===== config.mk =====
export PLATFORM = sky130hd
export DESIGN_NAME = lookahead_point_select
export DESIGN_NICKNAME = d
export VERILOG_FILES = /design/src/hw/rtl/lps_pkg.sv /design/src/hw/rtl/lps_datapath.sv /design/src/hw/rtl/lps_ctrl.sv /design/src/hw/rtl/lookahead_point_select.sv
export SDC_FILE = /design/constraint.sdc
export NUM_CORES = 2
export LEC_CHECK = 0
export BUFFER_PORTS_ARGS = -buffer_cell sky130_fd_sc_hd__buf_2
export CAP_MARGIN = 10
export CORE_UTILIZATION = 45
export DETAILED_ROUTE_END_ITERATION = 8
export PLACE_DENSITY_LB_ADDON = 0.15
export SYNTH_ARGS = -nofsm -noshare
export SYNTH_HDL_FRONTEND = slang
export SYNTH_SLANG_ARGS = --single-unit

===== constraint.sdc =====
create_clock -name clk -period 24.4 [get_ports clk]
set_clock_uncertainty 0.15 [all_clocks]
set_input_delay 3.66 -clock clk [delete_from_list [all_inputs] [get_ports clk]]
set_output_delay 3.66 -clock clk [all_outputs]
set_load 0.01 [all_outputs]

===== src/hw/rtl/lps_pkg.sv =====
// ----------------------------------------------------------------------------
// lps_pkg
// Shared widths and controller/datapath interface types for the lookahead
// point selector.
// ----------------------------------------------------------------------------
`default_nettype none

package lps_pkg;

	// coordinate and register formats
	localparam int COORD_WIDTH = 24;
	localparam int LOOK_WIDTH  = 24;
	localparam int SUM_WIDTH   = 32;

	// segment length arithmetic
	localparam int MAG_WIDTH  = COORD_WIDTH + 1;
	localparam int PROD_WIDTH = 2 * MAG_WIDTH;
	localparam int SQ_WIDTH   = PROD_WIDTH + 1;
	localparam int SQS_WIDTH  = (SQ_WIDTH > 65) ? SQ_WIDTH : 65;
	localparam int RAD_LIMIT  = (SQ_WIDTH < 64) ? SQ_WIDTH : 64;
	localparam int ROOT_WIDTH = (RAD_LIMIT + 1) / 2;
	localparam int RAD_WIDTH  = 2 * ROOT_WIDTH;
	localparam int REM_WIDTH  = ROOT_WIDTH + 2;
	localparam int CNT_WIDTH  = $clog2(ROOT_WIDTH);

	// controller to datapath commands
	typedef struct packed {
		logic load_in;
		logic drop;
		logic load_diff;
		logic sq_x;
		logic sq_y;
		logic root_init;
		logic root_step;
		logic accum;
		logic finish;
	} lps_cmd_t;

	// datapath to controller status
	typedef struct packed {
		logic found;
		logic have_prev;
		logic root_last;
		logic emit;
		logic out_busy;
	} lps_status_t;

endpackage

`default_nettype wire


===== src/hw/rtl/lps_datapath.sv =====
// ----------------------------------------------------------------------------
// lps_datapath
// Path state, segment length unit (shared squarer and a two-bit-per-cycle
// square root), saturating arc length accumulator and the result register.
// ----------------------------------------------------------------------------
`default_nettype none

module lps_datapath (
	input  wire logic                                  clk,
	input  wire logic                                  arst_n,
	input  wire lps_pkg::lps_cmd_t                     cmd,
	output lps_pkg::lps_status_t                       status,
	input  wire logic                                  cfg_wr_en,
	input  wire logic [lps_pkg::LOOK_WIDTH-1:0]        cfg_wr_data,
	input  wire logic signed [lps_pkg::COORD_WIDTH-1:0] point_x,
	input  wire logic signed [lps_pkg::COORD_WIDTH-1:0] point_y,
	input  wire logic                                  last_point,
	output logic                                       out_valid,
	input  wire logic                                  out_stall,
	output logic signed [lps_pkg::COORD_WIDTH-1:0]     target_x,
	output logic signed [lps_pkg::COORD_WIDTH-1:0]     target_y,
	output logic                                       from_path_end
);
	import lps_pkg::*;

	logic [LOOK_WIDTH-1:0]         lookahead_q;
	logic signed [COORD_WIDTH-1:0] prev_x_q, prev_y_q;
	logic signed [COORD_WIDTH-1:0] cur_x_q, cur_y_q;
	logic                          last_q;
	logic [SUM_WIDTH-1:0]          sum_q;
	logic                          have_prev_q, found_q;
	logic [MAG_WIDTH-1:0]          dx_q, dy_q;
	logic [SQS_WIDTH-1:0]          sq_q;
	logic [RAD_WIDTH-1:0]          rad_q;
	logic [REM_WIDTH-1:0]          rem_q;
	logic [ROOT_WIDTH-1:0]         root_q;
	logic [CNT_WIDTH-1:0]          cnt_q;
	logic                          out_valid_q;
	logic signed [COORD_WIDTH-1:0] out_x_q, out_y_q;
	logic                          out_end_q;

	logic signed [MAG_WIDTH-1:0] diff_x, diff_y;
	logic [MAG_WIDTH-1:0]        abs_x, abs_y, sq_op;
	logic [PROD_WIDTH-1:0]       prod;
	logic [REM_WIDTH-1:0]        rem_wide, trial;
	logic                        root_ge;
	logic                        sq_ovf;
	logic [SUM_WIDTH:0]          len_ext, sum_total;
	logic                        hit;

	// coordinate differences and magnitudes
	always_comb begin
		diff_x = MAG_WIDTH'(cur_x_q) - MAG_WIDTH'(prev_x_q);
		diff_y = MAG_WIDTH'(cur_y_q) - MAG_WIDTH'(prev_y_q);
		abs_x  = diff_x[MAG_WIDTH-1] ? MAG_WIDTH'(-diff_x) : MAG_WIDTH'(diff_x);
		abs_y  = diff_y[MAG_WIDTH-1] ? MAG_WIDTH'(-diff_y) : MAG_WIDTH'(diff_y);
	end

	// one squarer shared by both axes
	assign sq_op = cmd.sq_y ? dy_q : dx_q;
	assign prod  = sq_op * sq_op;

	// square root digit step
	assign rem_wide = {rem_q[REM_WIDTH-3:0], rad_q[RAD_WIDTH-1 -: 2]};
	assign trial    = {root_q, 2'b01};
	assign root_ge  = rem_wide >= trial;

	// saturating length add
	assign sq_ovf    = |sq_q[SQS_WIDTH-1:64];
	assign len_ext   = (SUM_WIDTH + 1)'(root_q);
	assign sum_total = {1'b0, sum_q} + len_ext;

	// target test against the running distance
	assign hit = have_prev_q && (sum_q >= SUM_WIDTH'(lookahead_q));

	assign status.found     = found_q;
	assign status.have_prev = have_prev_q;
	assign status.root_last = cnt_q == CNT_WIDTH'(ROOT_WIDTH - 1);
	assign status.emit      = hit || last_q;
	assign status.out_busy  = out_valid_q && out_stall;

	// configuration and path control state
	always_ff @(posedge clk or negedge arst_n) begin
		if (!arst_n) begin
			lookahead_q <= '0;
			prev_x_q    <= '0;
			prev_y_q    <= '0;
			sum_q       <= '0;
			have_prev_q <= 1'b0;
			found_q     <= 1'b0;
			out_valid_q <= 1'b0;
		end else begin
			if (cfg_wr_en) begin
				lookahead_q <= cfg_wr_data;
			end
			// path end returns the path state to reset
			if ((cmd.finish || cmd.drop) && last_q) begin
				prev_x_q    <= '0;
				prev_y_q    <= '0;
				sum_q       <= '0;
				have_prev_q <= 1'b0;
				found_q     <= 1'b0;
			end else begin
				if (cmd.accum) begin
					if (sq_ovf || sum_total[SUM_WIDTH]) begin
						sum_q <= '1;
					end else begin
						sum_q <= sum_total[SUM_WIDTH-1:0];
					end
				end
				if (cmd.finish) begin
					found_q     <= hit;
					prev_x_q    <= cur_x_q;
					prev_y_q    <= cur_y_q;
					have_prev_q <= 1'b1;
				end
			end
			// result beat handshake
			if (cmd.finish && (hit || last_q)) begin
				out_valid_q <= 1'b1;
			end else if (!out_stall) begin
				out_valid_q <= 1'b0;
			end
		end
	end

	// working registers of the length unit
	always_ff @(posedge clk) begin
		if (cmd.load_in) begin
			cur_x_q <= point_x;
			cur_y_q <= point_y;
			last_q  <= last_point;
		end
		if (cmd.load_diff) begin
			dx_q <= abs_x;
			dy_q <= abs_y;
		end
		if (cmd.sq_x) begin
			sq_q <= SQS_WIDTH'(prod);
		end
		if (cmd.sq_y) begin
			sq_q <= sq_q + SQS_WIDTH'(prod);
		end
		if (cmd.root_init) begin
			rad_q  <= sq_q[RAD_WIDTH-1:0];
			rem_q  <= '0;
			root_q <= '0;
			cnt_q  <= '0;
		end
		if (cmd.root_step) begin
			rad_q  <= {rad_q[RAD_WIDTH-3:0], 2'b00};
			rem_q  <= root_ge ? rem_wide - trial : rem_wide;
			root_q <= {root_q[ROOT_WIDTH-2:0], root_ge};
			cnt_q  <= cnt_q + CNT_WIDTH'(1);
		end
		if (cmd.finish && (hit || last_q)) begin
			out_x_q   <= cur_x_q;
			out_y_q   <= cur_y_q;
			out_end_q <= !hit;
		end
	end

	assign out_valid     = out_valid_q;
	assign target_x      = out_x_q;
	assign target_y      = out_y_q;
	assign from_path_end = out_end_q;

endmodule

`default_nettype wire


===== src/hw/rtl/lps_ctrl.sv =====
// ----------------------------------------------------------------------------
// lps_ctrl
// Sequencer for one path point: accept, drop it past the target, else segment
// length, accumulate, and hand the result to the output register.
// ----------------------------------------------------------------------------
`default_nettype none

module lps_ctrl (
	input  wire logic                  clk,
	input  wire logic                  arst_n,
	input  wire logic                  in_valid,
	output logic                       in_stall,
	output lps_pkg::lps_cmd_t          cmd,
	input  wire lps_pkg::lps_status_t  status
);
	import lps_pkg::*;

	typedef enum logic [2:0] {
		ST_IDLE,
		ST_CHECK,
		ST_SQX,
		ST_SQY,
		ST_RINIT,
		ST_ROOT,
		ST_ACC,
		ST_FINISH
	} state_t;

	state_t state_q;
	logic   in_stall_q;

	// commands decoded from the current state
	always_comb begin
		cmd = '0;
		case (state_q)
			ST_IDLE:   cmd.load_in   = in_valid;
			ST_CHECK: begin
				cmd.drop      = status.found;
				cmd.load_diff = !status.found && status.have_prev;
			end
			ST_SQX:    cmd.sq_x      = 1'b1;
			ST_SQY:    cmd.sq_y      = 1'b1;
			ST_RINIT:  cmd.root_init = 1'b1;
			ST_ROOT:   cmd.root_step = 1'b1;
			ST_ACC:    cmd.accum     = 1'b1;
			ST_FINISH: cmd.finish    = !(status.emit && status.out_busy);
			default:   cmd = '0;
		endcase
	end

	// state and input stall
	always_ff @(posedge clk or negedge arst_n) begin
		if (!arst_n) begin
			state_q    <= ST_IDLE;
			in_stall_q <= 1'b0;
		end else begin
			case (state_q)
				ST_IDLE: begin
					if (in_valid) begin
						state_q    <= ST_CHECK;
						in_stall_q <= 1'b1;
					end
				end
				ST_CHECK: begin
					if (status.found) begin
						state_q    <= ST_IDLE;
						in_stall_q <= 1'b0;
					end else if (status.have_prev) begin
						state_q <= ST_SQX;
					end else begin
						state_q <= ST_FINISH;
					end
				end
				ST_SQX:   state_q <= ST_SQY;
				ST_SQY:   state_q <= ST_RINIT;
				ST_RINIT: state_q <= ST_ROOT;
				ST_ROOT: begin
					if (status.root_last) begin
						state_q <= ST_ACC;
					end
				end
				ST_ACC:   state_q <= ST_FINISH;
				ST_FINISH: begin
					if (!(status.emit && status.out_busy)) begin
						state_q    <= ST_IDLE;
						in_stall_q <= 1'b0;
					end
				end
				default: begin
					state_q    <= ST_IDLE;
					in_stall_q <= 1'b0;
				end
			endcase
		end
	end

	assign in_stall = in_stall_q;

endmodule

`default_nettype wire


===== src/hw/rtl/lookahead_point_select.sv =====
// ----------------------------------------------------------------------------
// lookahead_point_select
// Picks the first point of a streamed path whose arc length from the path
// start reaches the configured lookahead distance.
// ----------------------------------------------------------------------------
// Usage:
//  - input channel: one path point per beat (in_valid/in_stall), signed
//    coordinates plus last_point marking the end of a path
//  - output channel: at most one beat per path (out_valid/out_stall) with the
//    selected point; from_path_end is set when the path ran out first
//  - cfg_wr_en/cfg_wr_data write the lookahead distance; write it only while
//    the block is idle
//  - a point with a previous point is worked through the check state, the
//    shared squarer (x, then y), root setup, 26 square root iterations (two
//    radicand bits each), accumulate and finish
//  - the first point of a path goes from the check state straight to finish
//  - one point is worked on at a time: in_stall stays high from acceptance
//    until the point leaves its finish state, or is dropped in the check
//    state once its path has found its target
//  - reset clears the path state, the lookahead distance and the output beat
//  - a stalled result beat holds; the next point is still accepted and worked
//    on, and only waits in its finish cycle if it also has a result to send
// ----------------------------------------------------------------------------
`default_nettype none

module lookahead_point_select (
	input  wire logic                                   clk,
	input  wire logic                                   arst_n,
	input  wire logic                                   cfg_wr_en,
	input  wire logic [lps_pkg::LOOK_WIDTH-1:0]         cfg_wr_data,
	input  wire logic                                   in_valid,
	output logic                                        in_stall,
	input  wire logic signed [lps_pkg::COORD_WIDTH-1:0] point_x,
	input  wire logic signed [lps_pkg::COORD_WIDTH-1:0] point_y,
	input  wire logic                                   last_point,
	output logic                                        out_valid,
	input  wire logic                                   out_stall,
	output logic signed [lps_pkg::COORD_WIDTH-1:0]      target_x,
	output logic signed [lps_pkg::COORD_WIDTH-1:0]      target_y,
	output logic                                        from_path_end
);
	import lps_pkg::*;

	lps_cmd_t    cmd;
	lps_status_t status;

	// sequencer
	lps_ctrl u_ctrl (
		.clk      (clk),
		.arst_n   (arst_n),
		.in_valid (in_valid),
		.in_stall (in_stall),
		.cmd      (cmd),
		.status   (status)
	);

	// arithmetic and path state
	lps_datapath u_datapath (
		.clk           (clk),
		.arst_n        (arst_n),
		.cmd           (cmd),
		.status        (status),
		.cfg_wr_en     (cfg_wr_en),
		.cfg_wr_data   (cfg_wr_data),
		.point_x       (point_x),
		.point_y       (point_y),
		.last_point    (last_point),
		.out_valid     (out_valid),
		.out_stall     (out_stall),
		.target_x      (target_x),
		.target_y      (target_y),
		.from_path_end (from_path_end)
	);

endmodule

`default_nettype wire


* Word-level counts from Yosys, hierarchy flattened
Index checks and enable logic that the tools add are counted.
** Storage, ports and cells
- Input port bits :: 78
- Logic and storage cells :: 114
- Output and inout bits :: 51
- Flip-flop bits (word level) :: 433
** Cells by class
- Equal/unequal tests :: 13
- Magnitude comparators :: 2
- Mux-type cells :: 45
- Multipliers :: 1
- Reduce and logical (&&, ||, !) cells :: 20
- Add/subtract/negate cells :: 8
** Operator list (number)
- 2-to-1 mux 24 bit :: 6
- 2-to-1 mux 26 bit :: 5
- 2-to-1 mux 65 bit :: 2
- 2-to-1 mux 52 bit :: 2
- 2-to-1 mux 32 bit :: 3
- adder 65 x 50 -> 65 bit :: 1
- multiplier 25 x 25 -> 50 bit :: 1
- negator 25 bit :: 2
- subtractor 24 x 24 -> 25 bit :: 2
- adder 32 x 26 -> 33 bit :: 1
- greater-or-equal comparator 32 x 24 -> 1 bit :: 1
- greater-or-equal comparator 28 bit :: 1
- subtractor 26 bit :: 1
- 2-to-1 mux 25 bit :: 1
- case mux 3 bit (8 select lines) :: 1
- 2-to-1 mux 1 bit :: 16
- 2-to-1 mux 3 bit :: 5
- == test 3 bit (second input constant) :: 4
- 2-to-1 mux 5 bit :: 2
- nonzero test 2 bit :: 4
- == test 3 x 2 -> 1 bit (second input constant) :: 2
- logical AND 1 bit :: 6
- inequality test 2 bit (second input constant) :: 3
- adder 5 x 1 -> 5 bit (second input constant) :: 1
- other kinds (11) :: 16

* Depth between registers and ports, before layout
- Depth in word-level cells :: 9
- Gate-level depth with buffers :: 44
- Gate-level depth less buffers :: 41

* Modules after synthesis
Synthesis repeated with hierarchy kept, for this count alone.
** Second synthesis, totals
- Cell total of the unflattened synthesis :: 4581
- Area total of the unflattened synthesis :: 44133.6 µm²
** By module, submodules not included
- lps_datapath :: sequential area each 12326.8 µm², instances 1, cells an instance 4544, area each 43820.8 µm²
- lps_ctrl :: sequential area each 100.1 µm², instances 1, cells an instance 37, area each 312.8 µm²

* Least setup slack after synthesis
Ideal clock, no wire load.
- Path type :: reg-to-reg
- From :: reg u_ctrl.state_q[2]
- To :: reg u_datapath.sq_q[51] (data pin)
- Arrival time :: 13331 ps
- Stages on the path, launching flop included :: 43
- Library setup time :: 266 ps
- Period minus slack after synthesis :: 13747 ps
- Setup slack :: 10653 ps
- Data required time :: 23984 ps
- Buffers on the path :: 4
- Path through :: dfrtp_1 > nor2b_1 > and2_0 > clkbuf_1 > buf_1 > nand2_1 > nand2_1 > clkbuf_1 > nand2_1 > fa_1 > inv_1 > fa_1 > inv_1 > fa_1 > fa_1 > inv_1 > fa_1 > fa_1 > (+7 left out) > o2111a_1 > nor2_1 > a31oi_1 > a21oi_1 > o21a_1 > o21a_1 > o311ai_1 > ha_1 > a21oi_1 > o21ai_0 > a21o_1 > a21oi_1 > o31ai_1 > a31o_2 > o32ai_1 > nand2b_1 > xor2_1 > nor2_1
** On the way
- Cells in the longest elaborated chain, start to end :: 6
** RTL lines
- from (decl) :: RTL line lps_ctrl.sv:29 : state_t state_q;
- from (signal assigned) :: RTL line lps_ctrl.sv:54 : state_q <= ST_IDLE;
- from (signal assigned) :: RTL line lps_ctrl.sv:60 : state_q <= ST_CHECK;
- from (signal assigned) :: RTL line lps_ctrl.sv:66 : state_q <= ST_IDLE;
- == test 3 x 2 -> 1 bit * :: RTL line lps_ctrl.sv:35 : case (state_q)
- 2-to-1 mux 1 bit * :: RTL line lps_ctrl.sv:35
- 2-to-1 mux 25 bit :: RTL line lps_datapath.sv:60 : assign sq_op = cmd.sq_y ? dy_q : dx_q;
- multiplier 25 x 25 -> 50 bit :: RTL line lps_datapath.sv:61 : assign prod = sq_op * sq_op;
- adder 65 x 50 -> 65 bit :: RTL line lps_datapath.sv:142 : sq_q <= sq_q + SQS_WIDTH'(prod);
- 2-to-1 mux 65 bit * :: RTL line lps_datapath.sv:141 : if (cmd.sq_y) begin
- to (signal assigned) :: RTL line lps_datapath.sv:139 : sq_q <= SQS_WIDTH'(prod);
- to (signal assigned) :: RTL line lps_datapath.sv:142
- to (decl) :: RTL line lps_datapath.sv:33 : logic [SQS_WIDTH-1:0] sq_q;
Every way passes the cells marked *; elsewhere a longest branch is shown, timed or not.
A chain may end at the register's enable or synchronous reset.

* Worst setup path after layout
- From :: reg u_ctrl.state_q[1]
- To :: reg u_datapath.sq_q[51] (data pin)
Same word-level chain as after synthesis.

==> run summary <==
Outcome - complete, no violations
Clock net sink count - 433
Number of nets still failing antenna checks after routing - 0
Final Setup Violations - 0
Die X - 316.8 um
Met3 routed wirelength - 6.021 mm
Clk_lat worst skew - 0.64 ns
Detailed Routing Iterations Pass 1 - 5
Sequential-to-total area share from yosys stat - 27.87%
DR top layer - met5
Final hold vios - 0
Req. time, crit path - 24.59 ns
Grt total ovfl - 0
Mapped Nets - 5702
Crit. End Element - flip-flop
DR WL/cell - 18.29 um
Num CTS Buffers - 50
# fillers - 9377
Fraction of layout instances using a drive strength above 1 - 6.317%
DRT met1 WL - 51.17 mm
Worst stage delay on the critical path - 0.76 ns
Vias in the first global route - 33060
Max-Cap Viols - 0
Period utilisation layout - 54.18%
Post-route minimum period - 13.22 ns
Syn Area/Cell - 9.322 um2
PostCTS Resize Cnt - 0
Worst Max-Slew Pin Slew - 1.217 ns
Cells after Synth - 4783
Die area - 100400 um2
Area Growth Syn to Fin - 8.359%
Final core utilization - 49.16%
Final Max Slew Viols - 0
Via count - 32850
#FFs+latches synth - 433
Register area - 12430 um2
YS warnings - 0
Footprint of the multi-input gates - 28380 um2
H-tree Lvls - 2
I/O Buffers - 128
Row cnt - 115
Clock transition at path regs - 0.06 ns
Area leader, netlist - edfxtp_1
Die height - 316.8 um
IO Pins - 129
Maximum net fanout on the critical path - 68
Main flop type after synthesis - edfxtp_1
Fmax - 75.64 MHz
Initial antenna violation count - 5
Share of synthesized registers carrying an async set or reset - 25.64%
Initial Util - 45.37%
DRC errors left - 0
Synth top area cells - edfxtp_1 22%, fa_1 21%, ha_1 10%
Crit-path slowest cell - o32ai_1
Critical path class - reg -> reg
Clock tree buffer depth - 3
Synth top area share - 21.55%
RD Place Congestion - 0.9103
Worst hold path class - reg -> reg
Global Route Usage Sum - 22.86%
Largest net degree at the start of global routing - 102
CTS tree - built
CTS Hold Buffers Added - 0
Detail Placement HPWL - 87.52 mm
Antenna cells - 0
Wire length on met2 - 51.70 mm
Post-synth EDFFs - 320
Global-route wire length before repair - 180.3 mm
Relative slew slack - 16.54%
Final setup TNS - 0 ns
1st-iter DRT viols - 2386
Setup Buffers After CTS - 0
Detailed Route WL - 112.7 mm
Root buf cell - clkbuf_16
RSZ-0062 raised after global routing - no
Fin nets - 5753
Synth unique cells - 95
Total core area - 98280 um2
Arr. time, crit path - 13.41 ns
Vias per cell - 5.330
Synthesized area - 44590 um2
Startpoint Class - flip-flop
[metal layers]
layer | up-vias | GRT usage (%)
met5 | - | 0
met4 | 8 | 7.769
met3 | 160 | 3.645
met2 | 741 | 36.67
met1 | 16000 | 31.47
li1 | 15940 | -
[Yosys cell counts (all sizes together), types with 10 or more instances]
| cell type | n |
|---|---|
| nand2 | 452 |
| edfxtp | 320 |
| a21oi | 256 |
| a21o | 112 |
| nand4 | 35 |
| nand3 | 128 |
| and2 | 21 |
| or4 | 10 |
| o21ai | 229 |
| o21a | 30 |
| inv | 853 |
| o31ai | 24 |
| nand2b | 52 |
| dfrtp | 111 |
| a211oi | 30 |
| xor2 | 69 |
| mux2i | 74 |
| and3 | 29 |
| nor2 | 422 |
| nor4 | 14 |
| o21bai | 30 |
| clkbuf | 133 |
| o211ai | 20 |
| xnor2 | 152 |
| fa | 478 |
| or3 | 19 |
| a31oi | 37 |
| nor3 | 43 |
| nor2b | 22 |
| mux2 | 10 |
| ha | 363 |
| buf | 36 |
[logic make-up (layout without fill, tap and decap cells)]
group,count (synthesis),count (layout),synth area share [%]
multiplexers,84,84,1.914
adder cells (fa/ha/maj),841,841,31.65
buffers and inverters,1028,1121,8.676
flip-flops,433,433,27.87
XOR/XNOR,221,221,4.358
AO/OA/AOI/OAI,886,886,12.52
AND/OR/NAND/NOR,1290,1290,13.01
[sequential cells by signal, summed over array words and instances, names as in the netlist, 25 cells and up]
signal / count
u_datapath.dx_q: 25
u_datapath.sq_q: 65
u_datapath.dy_q: 25
u_datapath.root_q: 26
u_datapath.rad_q: 52
u_datapath.sum_q: 32
u_datapath.rem_q: 26
[through the flow]
step,instances,worst slack [ns],hold WS [ns],cell area (um2)
after floorplan,4783,10.65,0.2653,44590
after global placement,6069,11.42,0.2816,46590
after detailed placement,6069,11.20,0.2825,46590
after CTS,6163,11.20,0.2910,48320
after global routing,6163,10.19,0.3195,48320
final,6163,11.18,0.2930,48320
[worst max-delay path: cells and delay by family, from the launching register on]
family | cells | cell delay, ns
AOI/OAI and AO/OA | 15 | 4.12
xor gates and xnor gates | 1 | 0.15
adders and majority gates | 9 | 4.34
buffers and inverters | 8 | 1.64
DFF | 1 | 0.51
and+or+nand+nor | 8 | 1.99
[layout make-up]
class                      count  share of cell area (%)
multi-input combinational   3322                   58.73
clock buffer                  59                   2.745
timing repair buffer         168                   1.953
tap                         1287                   3.333
clock inverter                35                  0.8339
inverter                     859                   6.679
sequential                   433                   25.73
[layout by cell type (no fill, tap or decap), drive strengths merged, types with 111 or more instances in the layout]
| cell type | n |
|---|---|
| a21oi | 256 |
| edfxtp | 320 |
| nand3 | 128 |
| a21o | 112 |
| fa | 478 |
| nor2 | 422 |
| ha | 363 |
| xnor2 | 152 |
| inv | 854 |
| dfrtp | 111 |
| buf | 168 |
| nand2 | 452 |
| o21ai | 229 |
[path summary, 6_finish.rpt]
| kind | depth (start not counted) | slack [ns] | startpoint | endpoint |
|---|---|---|---|---|
| max | 41 | 11.18 | u_ctrl.state_q[1] | u_datapath.sq_q[51] |
| min | 2 | 0.29 | u_datapath.rad_q[0] | u_datapath.rad_q[0] |
| max reg2reg | 41 | 11.18 | u_ctrl.state_q[1] | u_datapath.sq_q[51] |
| min reg2reg | 2 | 0.29 | u_datapath.rad_q[0] | u_datapath.rad_q[0] |
| max in group asynchronous | 2 | 19.72 | arst_n | u_ctrl.state_q[0] |
| min in group asynchronous | 1 | 2.85 | arst_n | u_datapath.prev_x_q[3] |
Power is not shown: default switching activity piles up to over one toggle a cycle in this logic, so the estimate is an artifact.
